File: src/roc_pkg.sv
// Package for the rectangle overlap counter.
// Holds the default sizes and the control struct passed along the cell chain.
// No dependencies.
`default_nettype none

package roc_pkg;

   localparam int DEF_MAX_RECTS  = 64;
   localparam int DEF_COORD_BITS = 16;

   // Control that travels with a query from cell to cell.
   typedef struct packed {
      logic valid;   // a query occupies this stage
      logic full;    // the store was full when the query arrived
   } roc_ctrl_type;

endpackage : roc_pkg

`default_nettype wire

File: src/roc_cell.sv
// One cell of the rectangle chain: holds one stored rectangle, tests the
// passing query against it and hands the query on to the next cell.
// Depends on roc_pkg.
`default_nettype none

module roc_cell #(
   parameter int CELL_INDEX = 0,
   parameter int COORD_BITS = roc_pkg::DEF_COORD_BITS,
   parameter int IDX_BITS   = 6,
   parameter int CNT_BITS   = 7
) (
   input  wire logic                      clock,
   input  wire logic                      reset,
   input  wire logic                      advance,
   input  wire roc_pkg::roc_ctrl_type     ctrl_i,
   input  wire logic [IDX_BITS-1:0]       slot_i,
   input  wire logic [CNT_BITS-1:0]       count_i,
   input  wire logic [4*COORD_BITS-1:0]   rect_i,
   output roc_pkg::roc_ctrl_type          ctrl_o,
   output logic [IDX_BITS-1:0]            slot_o,
   output logic [CNT_BITS-1:0]            count_o,
   output logic [4*COORD_BITS-1:0]        rect_o
);

   localparam logic [IDX_BITS-1:0] MY_SLOT = IDX_BITS'(CELL_INDEX);

   roc_pkg::roc_ctrl_type     ctrl_ff, ctrl_in;
   logic [IDX_BITS-1:0]       slot_ff;
   logic [CNT_BITS-1:0]       count_ff, count_in;
   logic [4*COORD_BITS-1:0]   rect_ff;
   logic [4*COORD_BITS-1:0]   stored_ff, stored_in;

   logic signed [COORD_BITS-1:0] q_lx, q_ly, q_hx, q_hy;
   logic signed [COORD_BITS-1:0] s_lx, s_ly, s_hx, s_hy;
   logic                         occupied;
   logic                         overlap;
   logic                         hit;
   logic                         take;

   assign q_lx = rect_i[COORD_BITS-1:0];
   assign q_ly = rect_i[2*COORD_BITS-1:COORD_BITS];
   assign q_hx = rect_i[3*COORD_BITS-1:2*COORD_BITS];
   assign q_hy = rect_i[4*COORD_BITS-1:3*COORD_BITS];
   assign s_lx = stored_ff[COORD_BITS-1:0];
   assign s_ly = stored_ff[2*COORD_BITS-1:COORD_BITS];
   assign s_hx = stored_ff[3*COORD_BITS-1:2*COORD_BITS];
   assign s_hy = stored_ff[4*COORD_BITS-1:3*COORD_BITS];

   // The query's target slot tells whether this cell already held a rectangle
   // when the query was accepted; a full store means every cell is occupied.
   always_comb begin
      occupied  = ctrl_i.full | (slot_i > MY_SLOT);
      overlap   = (q_lx < s_hx) && (s_lx < q_hx) && (q_ly < s_hy) && (s_ly < q_hy);
      hit       = ctrl_i.valid & occupied & overlap;
      take      = advance & ctrl_i.valid & ~ctrl_i.full & (slot_i == MY_SLOT);
      count_in  = count_i + CNT_BITS'(hit);
      ctrl_in   = ctrl_i;
      stored_in = take ? rect_i : stored_ff;
   end

   always_ff @(posedge clock) begin
      if (reset) begin
         ctrl_ff <= '0;
      end else if (advance) begin
         ctrl_ff <= ctrl_in;
      end
   end

   always_ff @(posedge clock) begin
      if (advance) begin
         slot_ff  <= slot_i;
         count_ff <= count_in;
         rect_ff  <= rect_i;
      end
      stored_ff <= stored_in;
   end

   assign ctrl_o  = ctrl_ff;
   assign slot_o  = slot_ff;
   assign count_o = count_ff;
   assign rect_o  = rect_ff;

endmodule : roc_cell

`default_nettype wire

File: config.mk
export PLATFORM = sky130hd
export DESIGN_NAME = roc_cell
export DESIGN_NICKNAME = d
export VERILOG_FILES = /design/src/roc_pkg.sv /design/src/roc_cell.sv
export SDC_FILE = /design/constraint.sdc
export NUM_CORES = 1
export LEC_CHECK = 0
export ABC_AREA = 1
export BUFFER_PORTS_ARGS = -buffer_cell sky130_fd_sc_hd__buf_2
export CAP_MARGIN = 0
export CORE_ASPECT_RATIO = 0.7
export CORE_UTILIZATION = 57
export DETAILED_ROUTE_END_ITERATION = 16
export PLACE_DENSITY = 0.85
export SYNTH_ARGS = -nofsm -noshare
export SYNTH_HDL_FRONTEND = slang
export SYNTH_SLANG_ARGS = --single-unit
export TNS_END_PERCENT = 10
File: constraint.sdc
create_clock -name clock -period 4.34 [get_ports clock]
set_input_delay 0.868 -clock clock [delete_from_list [all_inputs] [get_ports clock]]
set_output_delay 0.868 -clock clock [all_outputs]
set_load 0.005 [all_outputs]
# Yosys cells after proc, flatten, opt, wreduce, memory -nomap -nowiden
# Index checks and enable logic that the tools add are counted.
[word_totals]
reg_bits = 143
in_bits = 82
out_inout_bits = 79
word_cells = 23
[op_classes]
n_addsub = 1
magnitude_cmp = 5
bitwise_logic = 7
reduce_logical = 4
[op_table]
columns = ["op", "n"]
rows = [
  ["16-bit less-than comparator", 4],
  ["7-bit by 1-bit adder with 7-bit output", 1],
  ["6-bit by 1-bit greater-than comparator with 1-bit output (second input constant)", 1],
  ["6-bit logical NOT", 1],
  ["1-bit AND", 5],
  ["1-bit logical AND", 3],
  ["1-bit inverter", 1],
  ["1-bit bitwise OR", 1],
]

# Longest topological paths before layout
# Gate-level depths: netlist of run 1.
[logic_depth]
depth_word = 6
depth_mapped = 20
depth_no_buf = 20

# Least setup slack after synthesis of run 1
# No wires, ideal clock.
[synth_path]
path_type = "input port to flip-flop"
from = "input port ctrl_i[0] in the netlist's numbering"
to = "register stored_ff[0], enable pin"
setup_ns = 0.429
arrival_ns = 2.812
t_required_ns = 3.911
slack_ns = 1.099
cell_stages = 4
path_buffers = 0
path_cell_list = "nor2_1 > nand2_1 > nor4_1 > and3_1"
[synth_via]
elab_chain_cells = 3
[synth_rtl]
columns = ["element", "line", "source"]
rows = [
  ["from (decl)", "roc_cell.sv:15", "input wire roc_pkg::roc_ctrl_type ctrl_i,"],
  ["1-bit inverter", "roc_cell.sv:55", "take = advance & ctrl_i.valid & ~ctrl_i.full & (slot_i == MY_SLOT);"],
  ["1-bit AND (2 in a row)", "roc_cell.sv:55", ""],
  ["via take", "roc_cell.sv:38", "logic take;"],
  ["to (signal assigned)", "roc_cell.sv:75", "stored_ff <= stored_in;"],
  ["to (decl)", "roc_cell.sv:31", "logic [4*COORD_BITS-1:0] stored_ff, stored_in;"],
]
# The timed path passes the listed nets, and every way through them passes these cells.
# A chain may end at the register's enable or synchronous reset.

# Final worst setup path of run 1
[layout_path]
from = "input port rect_i[21]"
to = "register count_ff[6] (netlist: count_o[6]), data pin"
[layout_via]
elab_chain_cells = 5
[layout_rtl]
columns = ["element", "line", "source"]
rows = [
  ["from (decl)", "roc_cell.sv:18", "input wire logic [4*COORD_BITS-1:0] rect_i,"],
  ["16-bit less-than comparator", "roc_cell.sv:53", "overlap = (q_lx < s_hx) && (s_lx < q_hx) && (q_ly < s_hy) && (s_ly < q_hy);"],
  ["1-bit logical AND (2 in a row)", "roc_cell.sv:53", ""],
  ["1-bit AND", "roc_cell.sv:54", "hit = ctrl_i.valid & occupied & overlap;"],
  ["7-bit by 1-bit adder with 7-bit output", "roc_cell.sv:56", "count_in = count_i + CNT_BITS'(hit);"],
  ["via count_in[6]", "roc_cell.sv:29", "logic [CNT_BITS-1:0] count_ff, count_in;"],
  ["to (signal assigned)", "roc_cell.sv:72", "count_ff <= count_in;"],
  ["to (decl)", "roc_cell.sv:29", ""],
]
# The timed path passes the listed nets, and every way through them passes these cells.

==> impl_metrics.yaml, run 1 <==
sta:
  layout_setup_ws_ns: 1.60
  hold_violations: 0
  maxSlewHeadroom_pct: 56.0
  rsz0062_at_grt: "false"
  drv_slew: 0
  tightest_slew_ns: 0.661
  setup_viol: 0
  finalCriticalPeriod_ns: 2.74
  fin_tns_setup_ns: 0
  fin_skew_ns: 0.0101
  timing.final.crit_share_pct: 63.2
  max_freq_ghz: 0.364
layout:
  nFillCells: 723
  fin_nets: 774
  area_delta_synth_final_pct: 24.8
  drive_gt1_share_pct: 31.6
  antenna_cells: 0
yosys:
  ys.warnings.count: 0
  yosysUniqueCellTypes: 23
  seq_area_frac_synth_pct: 69.8
  synth_area_per_cell_um2: 13.7
  synth_area_um2: 6130
  syn_nets: 592
  synth-seq-cells: 143
  syn_inst: 448
run_status:
  outcome: "finished clean"
global_route:
  grt_max_degree: 47
  grt_usage_pct: 22.8
  first_global_vias: 3851
  antenna_found_initial: 0
  grt_overflow: 0
  grt_pass1_wl_mm: 18.5
worst_setup_path:
  path_common_cell: "nand2_1"
  cp_cell_sequence: "buf_2 -> ha_1 -> a21oi_1 -> nor2_1 -> nor3_2 -> nand2_1 -> nand2_1 -> nand2_1 -> nand2_1 -> nand2_1 -> nor2_2 -> nand2_1 -> nor2_2 -> ha_1 -> ha_1 -> nand3_1 -> nor2_1 -> xor2_1"
  critical_path_peak_fanout: 3
  crit_required_ns: 4.51
  path_class: "in2reg"
  cp_slowest_stage_delay_ns: 0.31
  crit_path_top_delay_cell: "ha_1"
  crit_buf_inv: 1
  crit_arrival_ns: 2.91
  start_kind: "primary input"
  end_kind: "flip-flop"
  crit_family: "simple AND/OR/NAND/NOR gates"
route:
  met3WireLength_um: 867
  routed_wl_mm: 12.1
  wl_met2_mm: 5.85
  wire_per_inst_um: 15.6
  vias: 3899
  drc: 0
  dr.max_layer_used: "met4"
  vias_per_cell: 5.04
  drt_first_pass_iters: 5
  wl_met1_mm: 5.17
  drtIter0Drc: 240
  antenna_left: 0
hold_path:
  hp-class: "reg2reg"
placement:
  place.detailed.hpwl_mm: 8.81
  io_buffer_count: 160
  routabilityCongestion: 0.851
  pre_cts_ws_ns: 1.17
power:
  power.share.clock_pct: 41.8
  p_switching_uw: 680
  p_int_uw: 2460
  p_comb_share_pct: 7.2
  swShare_pct: 21.7
  peakVddDrop_uv: 291
  leakage_uw: 0.00354
  power.density_nw_per_um2: 410
  seqPwrFrac_pct: 50.9
floorplan:
  core_um2: 10400
  dieHeight_um: 88.7
  num_rows: 31
  pin_count: 161
  initial_core_util_pct: 58.9
  die-area_um2: 11200
  die_w_um: 126
cts:
  hold_buffers: 0
  clockBufferDepth: 2
  cts_setup_buffers: 0
  cts_tree: "done"
  cts_resized: 0
  root_buffer: "clkbuf_16"
  clkLatencyLatePin_ns: 0.42
  htreeDepth: 4
  clock_sinks: 143
  cts_inserted_buffers: 17
  clk_pin_slew_worst_paths_ns: 0.06
job:
  max_cap_viol_count: 0
routing by layer:
metal  vias to the layer above  track usage, %
met4                         0            10.2
met1                      1814            27.2
met2                       155            39.1
met5                         -               0
met3                        20            6.77
li1                       1910               -
layout make-up:
type                       instances  area (um^2)  share of cell area (%)
clock inverter                    12         96.3                    1.26
inverter                          89          334                    4.37
multi-input combinational        216         1520                    19.9
clock buffer                      19          433                    5.66
timing repair buffer             163          826                    10.8
tap                              132          165                    2.16
sequential                       143         4270                    55.9
Yosys cell counts:
| master | instances | area [um^2] |
|---|---|---|
| nor3_2 | 4 | 40.0 |
| nor4_1 | 1 | 6.26 |
| edfxtp_1 | 141 | 4230 |
| nand3b_1 | 2 | 15.0 |
| a21oi_1 | 27 | 135 |
| xor2_1 | 5 | 43.8 |
| a21boi_1 | 1 | 7.51 |
| nand3_2 | 2 | 20.0 |
| and3_1 | 1 | 6.26 |
| nor3_1 | 3 | 15.0 |
| nand2_2 | 1 | 6.26 |
| nand4_1 | 1 | 6.26 |
| o21ai_0 | 7 | 35.0 |
| ha_1 | 62 | 776 |
| a21oi_2 | 3 | 26.3 |
| nand3_1 | 7 | 35.0 |
| nor2_1 | 14 | 52.6 |
| nand2_1 | 69 | 259 |
| nor2_2 | 2 | 12.5 |
| inv_2 | 1 | 3.75 |
| dfxtp_1 | 2 | 40.0 |
| o21ai_1 | 4 | 20.0 |
| inv_1 | 88 | 330 |
registers in the layout, summed over array words and instances (netlist names):
signal     cells
ctrl_o         2
rect_o        64
slot_o         6
stored_ff     64
count_o        7
worst paths after layout:
kind | start | to | slack (ns) | depth (start not counted)
max | rect_i[21] | count_o[6] | 1.60 | 18
min | ctrl_o[0] | ctrl_o[0] | 0.48 | 2
max reg2reg | stored_ff[37] | count_o[6] | 1.82 | 18
min reg2reg | ctrl_o[0] | ctrl_o[0] | 0.48 | 2
cell families (layout without fill, tap and decap cells):
| kind of cell | count (synthesis) | after routing | share of synthesized area [%] |
|---|---|---|---|
| compound gates | 42 | 42 | 3.66 |
| xor+xnor | 5 | 5 | 0.715 |
| fa+ha+maj | 62 | 62 | 12.7 |
| buf+inv | 89 | 283 | 5.45 |
| flops | 143 | 143 | 69.8 |
| simple gates | 107 | 107 | 7.74 |
metrics by stage:
step / cells / area [um^2] / total power (uW) / hold slack (ns) / util (%)
final: 774 / 7650 / 3140 / 0.478 / 73.6
after global placement: 743 / 7120 / 1840 / 0.442 / 68.5
after floorplan: 448 / 6130 / 1710 / 0.449 / -
after global routing: 774 / 7650 / 3240 / 0.495 / 73.6
after CTS: 774 / 7650 / 3160 / 0.479 / 73.6
after detailed placement: 743 / 7120 / 1850 / 0.472 / 68.5
worst reg2reg max path, stage by stage, from the launching register on:
cell      delay [ns]
edfxtp_1        0.38
inv_1           0.08
ha_1            0.24
a21oi_2         0.14
nor2_1          0.05
nor3_2          0.09
nand2_1         0.12
nand2_1         0.09
nand2_1         0.05
nand2_1         0.06
nand2_1         0.05
nor2_1          0.09
nand2_1         0.07
nor2_2          0.08
ha_1            0.17
ha_1            0.18
nand3_1         0.11
nor2_1          0.15
xor2_1          0.08
power by group through the flow:
stage / sequential, uW / clock, uW / combinational, uW
2_1_floorplan: 1640 / 0 / 67.8
3_3_place_gp: 1620 / 0 / 216
3_5_place_dp: 1630 / 0 / 227
4_1_cts: 1600 / 1330 / 230
5_1_grt: 1600 / 1380 / 254
6_report: 1600 / 1310 / 227
cells in the final DEF, fill, tap and decap left out:
cell        netlist  final
edfxtp_1        141    141
nor3_2            4      4
nand2_1          69     69
nand3_2           2      2
a21oi_2           3      3
nor4_1            1      1
a21boi_1          1      1
clkbuf_16         0     17
buf_2             0    159
nand3_1           7      7
a21oi_1          27     27
clkinvlp_4        0      3
inv_6             0      1
o21ai_0           7      7
clkinv_2          0      3
ha_1             62     62
clkbuf_1          0      2
o21ai_1           4      4
nand4_1           1      1
nand3b_1          2      2
and3_2            0      1
clkinv_4          0      1
buf_4             0      4
bufinv_16         0      1
inv_2             1      1
clkinv_1          0      3
dfxtp_1           2      2
nand2_2           1      1
nor3_1            3      3
xor2_1            5      5
nor2_1           14     14
inv_1            88     88
nor2_2            2      2
(Power assumes the default switching activity.)
==> inputs of run 2 (changes only) <==
--- a/config.mk
+++ b/config.mk
@@ -9,9 +9,9 @@
 export BUFFER_PORTS_ARGS = -buffer_cell sky130_fd_sc_hd__buf_2
 export CAP_MARGIN = 0
 export CORE_ASPECT_RATIO = 0.7
-export CORE_UTILIZATION = 57
+export CORE_UTILIZATION = 48
 export DETAILED_ROUTE_END_ITERATION = 16
-export PLACE_DENSITY = 0.85
+export PLACE_DENSITY = 0.77
 export SYNTH_ARGS = -nofsm -noshare
 export SYNTH_HDL_FRONTEND = slang
 export SYNTH_SLANG_ARGS = --single-unit
==> constraint.sdc (replaced) <==
create_clock -name clock -period 2.37 [get_ports clock]
set_input_delay 0.474 -clock clock [delete_from_list [all_inputs] [get_ports clock]]
set_output_delay 0.474 -clock clock [all_outputs]
set_load 0.005 [all_outputs]
==> run 2 against run 1 <==
  * The flow now finishes with violations (setup timing)
  * Wire length is 7.9% higher
  * First-iteration DRC count fell by 40%
  * Global-route usage is 2.7 points lower
  * Worst setup slack lost 1.6 ns
  * Largest cell class unchanged
  * Worst hold slack got worse by 0.24 ns
  * Critical path depth fell by 4
==> impl_metrics.yaml, run 2 (same netlist as run 1, synthesis figures left out) <==
cts:
  root_buffer: "clkbuf_16"
  htreeDepth: 4
  clk_pin_slew_worst_paths_ns: 0.06
  cts_inserted_buffers: 17
  clock_sinks: 143
  clockBufferDepth: 2
  cts_tree: "done"
  clkLatencyLatePin_ns: 0.41
run_status:
  outcome: "finished, violations left"
  violations: "setup timing"
power:
  peakVddDrop_uv: 527
  leakage_uw: 0.00372
  power_uw: 5780
  power.density_nw_per_um2: 708
worst_setup_path:
  crit_buf_inv: 2
  crit_required_ns: 2.53
  path_class: "reg2reg"
  start_kind: "flip-flop"
  end_kind: "flip-flop"
  cp_cell_sequence: "ha_4 -> nand2_1 -> inv_1 -> nand3_1 -> nor3_2 -> o21ai_2 -> nand2_1 -> nand2_1 -> nand2_1 -> nor2_4 -> ha_4 -> ha_4 -> buf_4 -> xor2_1"
  path_common_cell: "nand2_1"
  critical_path_peak_fanout: 4
  crit_family: "simple AND/OR/NAND/NOR gates"
  crit_arrival_ns: 2.57
  crit_path_top_delay_cell: "edfxtp_1"
  cp_slowest_stage_delay_ns: 0.41
global_route:
  antenna_found_initial: 1
  grt_pass1_wl_mm: 19.4
  grt_util_met2_pct: 34.2
  grt.busiest_layer: "met2"
  use_met3_pct: 4.54
  grt_usage_pct: 20.0
  grt_overflow: 0
  use_met1_pct: 25.2
  grt_max_degree: 51
  first_global_vias: 3982
layout:
  fin_cells: 840
  fin_nets: 808
  fin_util_pct: 65.7
  fin_area_um2: 8170
  drive_gt1_share_pct: 40.3
  nFillCells: 957
  layout_common_cells: "buf_2 (159), edfxtp_1 (141), inv_1 (86), nand2_1 (61), ha_1 (53)"
  area_delta_synth_final_pct: 33.3
  mostFrequentLayoutCell: "buf_2"
placement:
  dpl_cell_area_um2: 7430
  place.detailed.hpwl_mm: 8.94
  routabilityCongestion: 0.805
  dp_cells: 806
  pre_cts_ws_ns: -0.518
  io_buffer_count: 160
route:
  wire_per_inst_um: 15.5
  drt_first_pass_iters: 4
  drtIter0Drc: 144
  drc: 0
  vias_per_cell: 4.80
  antenna_left: 0
  routed_wl_mm: 13.0
  vias: 4033
floorplan:
  dieHeight_um: 96.5
  pin_count: 161
  die_w_um: 137
  initial_core_util_pct: 49.3
  die-area_um2: 13200
  num_rows: 34
  core_um2: 12400
sta:
  hold_violations: 0
  max_freq_ghz: 0.415
  drv_slew: 0
  layout_setup_ws_ns: -0.0413
  maxSlewHeadroom_pct: 56.8
  fin_skew_ns: 0.00804
  timing.final.crit_share_pct: 102
  finalCriticalPeriod_ns: 2.41
  rsz0062_at_grt: "true"
  tightest_slew_ns: 0.648
  setup_viol: 4
hold_path:
  hp-class: "in2reg"
job:
  max_cap_viol_count: 0
==> run 2: changes by cell type in the layout (fill, tap and decap cells not counted), moves of 4 or more <==
cell     previous run  this run
a21oi_1            27        21
a21oi_2             3         9
buf_4               4        36
ha_1               62        53
ha_4                0         9
nand2_1            69        61
nand2_2             1         9
o21ai_0             7         3
==> run 2: final cells by class <==
class	instances	area, um^2	share of cell area [%]
diodes	1	2.50	0.0306
clock buffers	19	433	5.30
clock inverters	13	92.6	1.13
inverters	89	334	4.09
multi-input cells	216	1720	21.1
flip-flops and latches	143	4270	52.3
well taps	162	203	2.48
repair buffers	197	1110	13.5
==> run 2: where the power goes <==
| group | total [uW] | switching (uW) | internal (uW) |
|---|---|---|---|
| Clock | 2370 | 1030 | 1340 |
| Sequential | 2930 | 26.8 | 2900 |
| Combinational | 485 | 257 | 228 |
==> run 2: metal layers <==
metal	part of all wire, %	vias to the layer above
li1	-	1981
met1	46	1922
met2	48	116
met3	4.6	14
met4	1.3	0
met5	0	-
==> run 2: timing repair <==
item,CTS,global route
endpoints found under the hold margin,0,0
setup buffers,1,0
pin swaps,13,12
hold buffers,0,0
resized for setup,14,28
setup endpoints to repair,6,6
==> run 2: final timing paths <==
check                           depth (start not counted)          start  slack [ns]    endpoint
worst max-delay path                                   14  stored_ff[31]       -0.04  count_o[2]
worst min-delay path                                    2          reset        0.24   ctrl_o[0]
worst max register to register                         14  stored_ff[31]       -0.04  count_o[2]
worst min register to register                          2      ctrl_o[0]        0.46   ctrl_o[0]
==> run 2: per-stage QoR <==
| step | hold slack, ns | setup TNS [ns] |
|---|---|---|
| 2_1_floorplan | 0.449 | -0.00820 |
| 3_3_place_gp | 0.445 | -1.53 |
| 3_5_place_dp | 0.452 | -2.22 |
| 4_1_cts | 0.225 | -0.727 |
| 5_1_grt | 0.221 | -0.781 |
| 6_report | 0.240 | -0.116 |
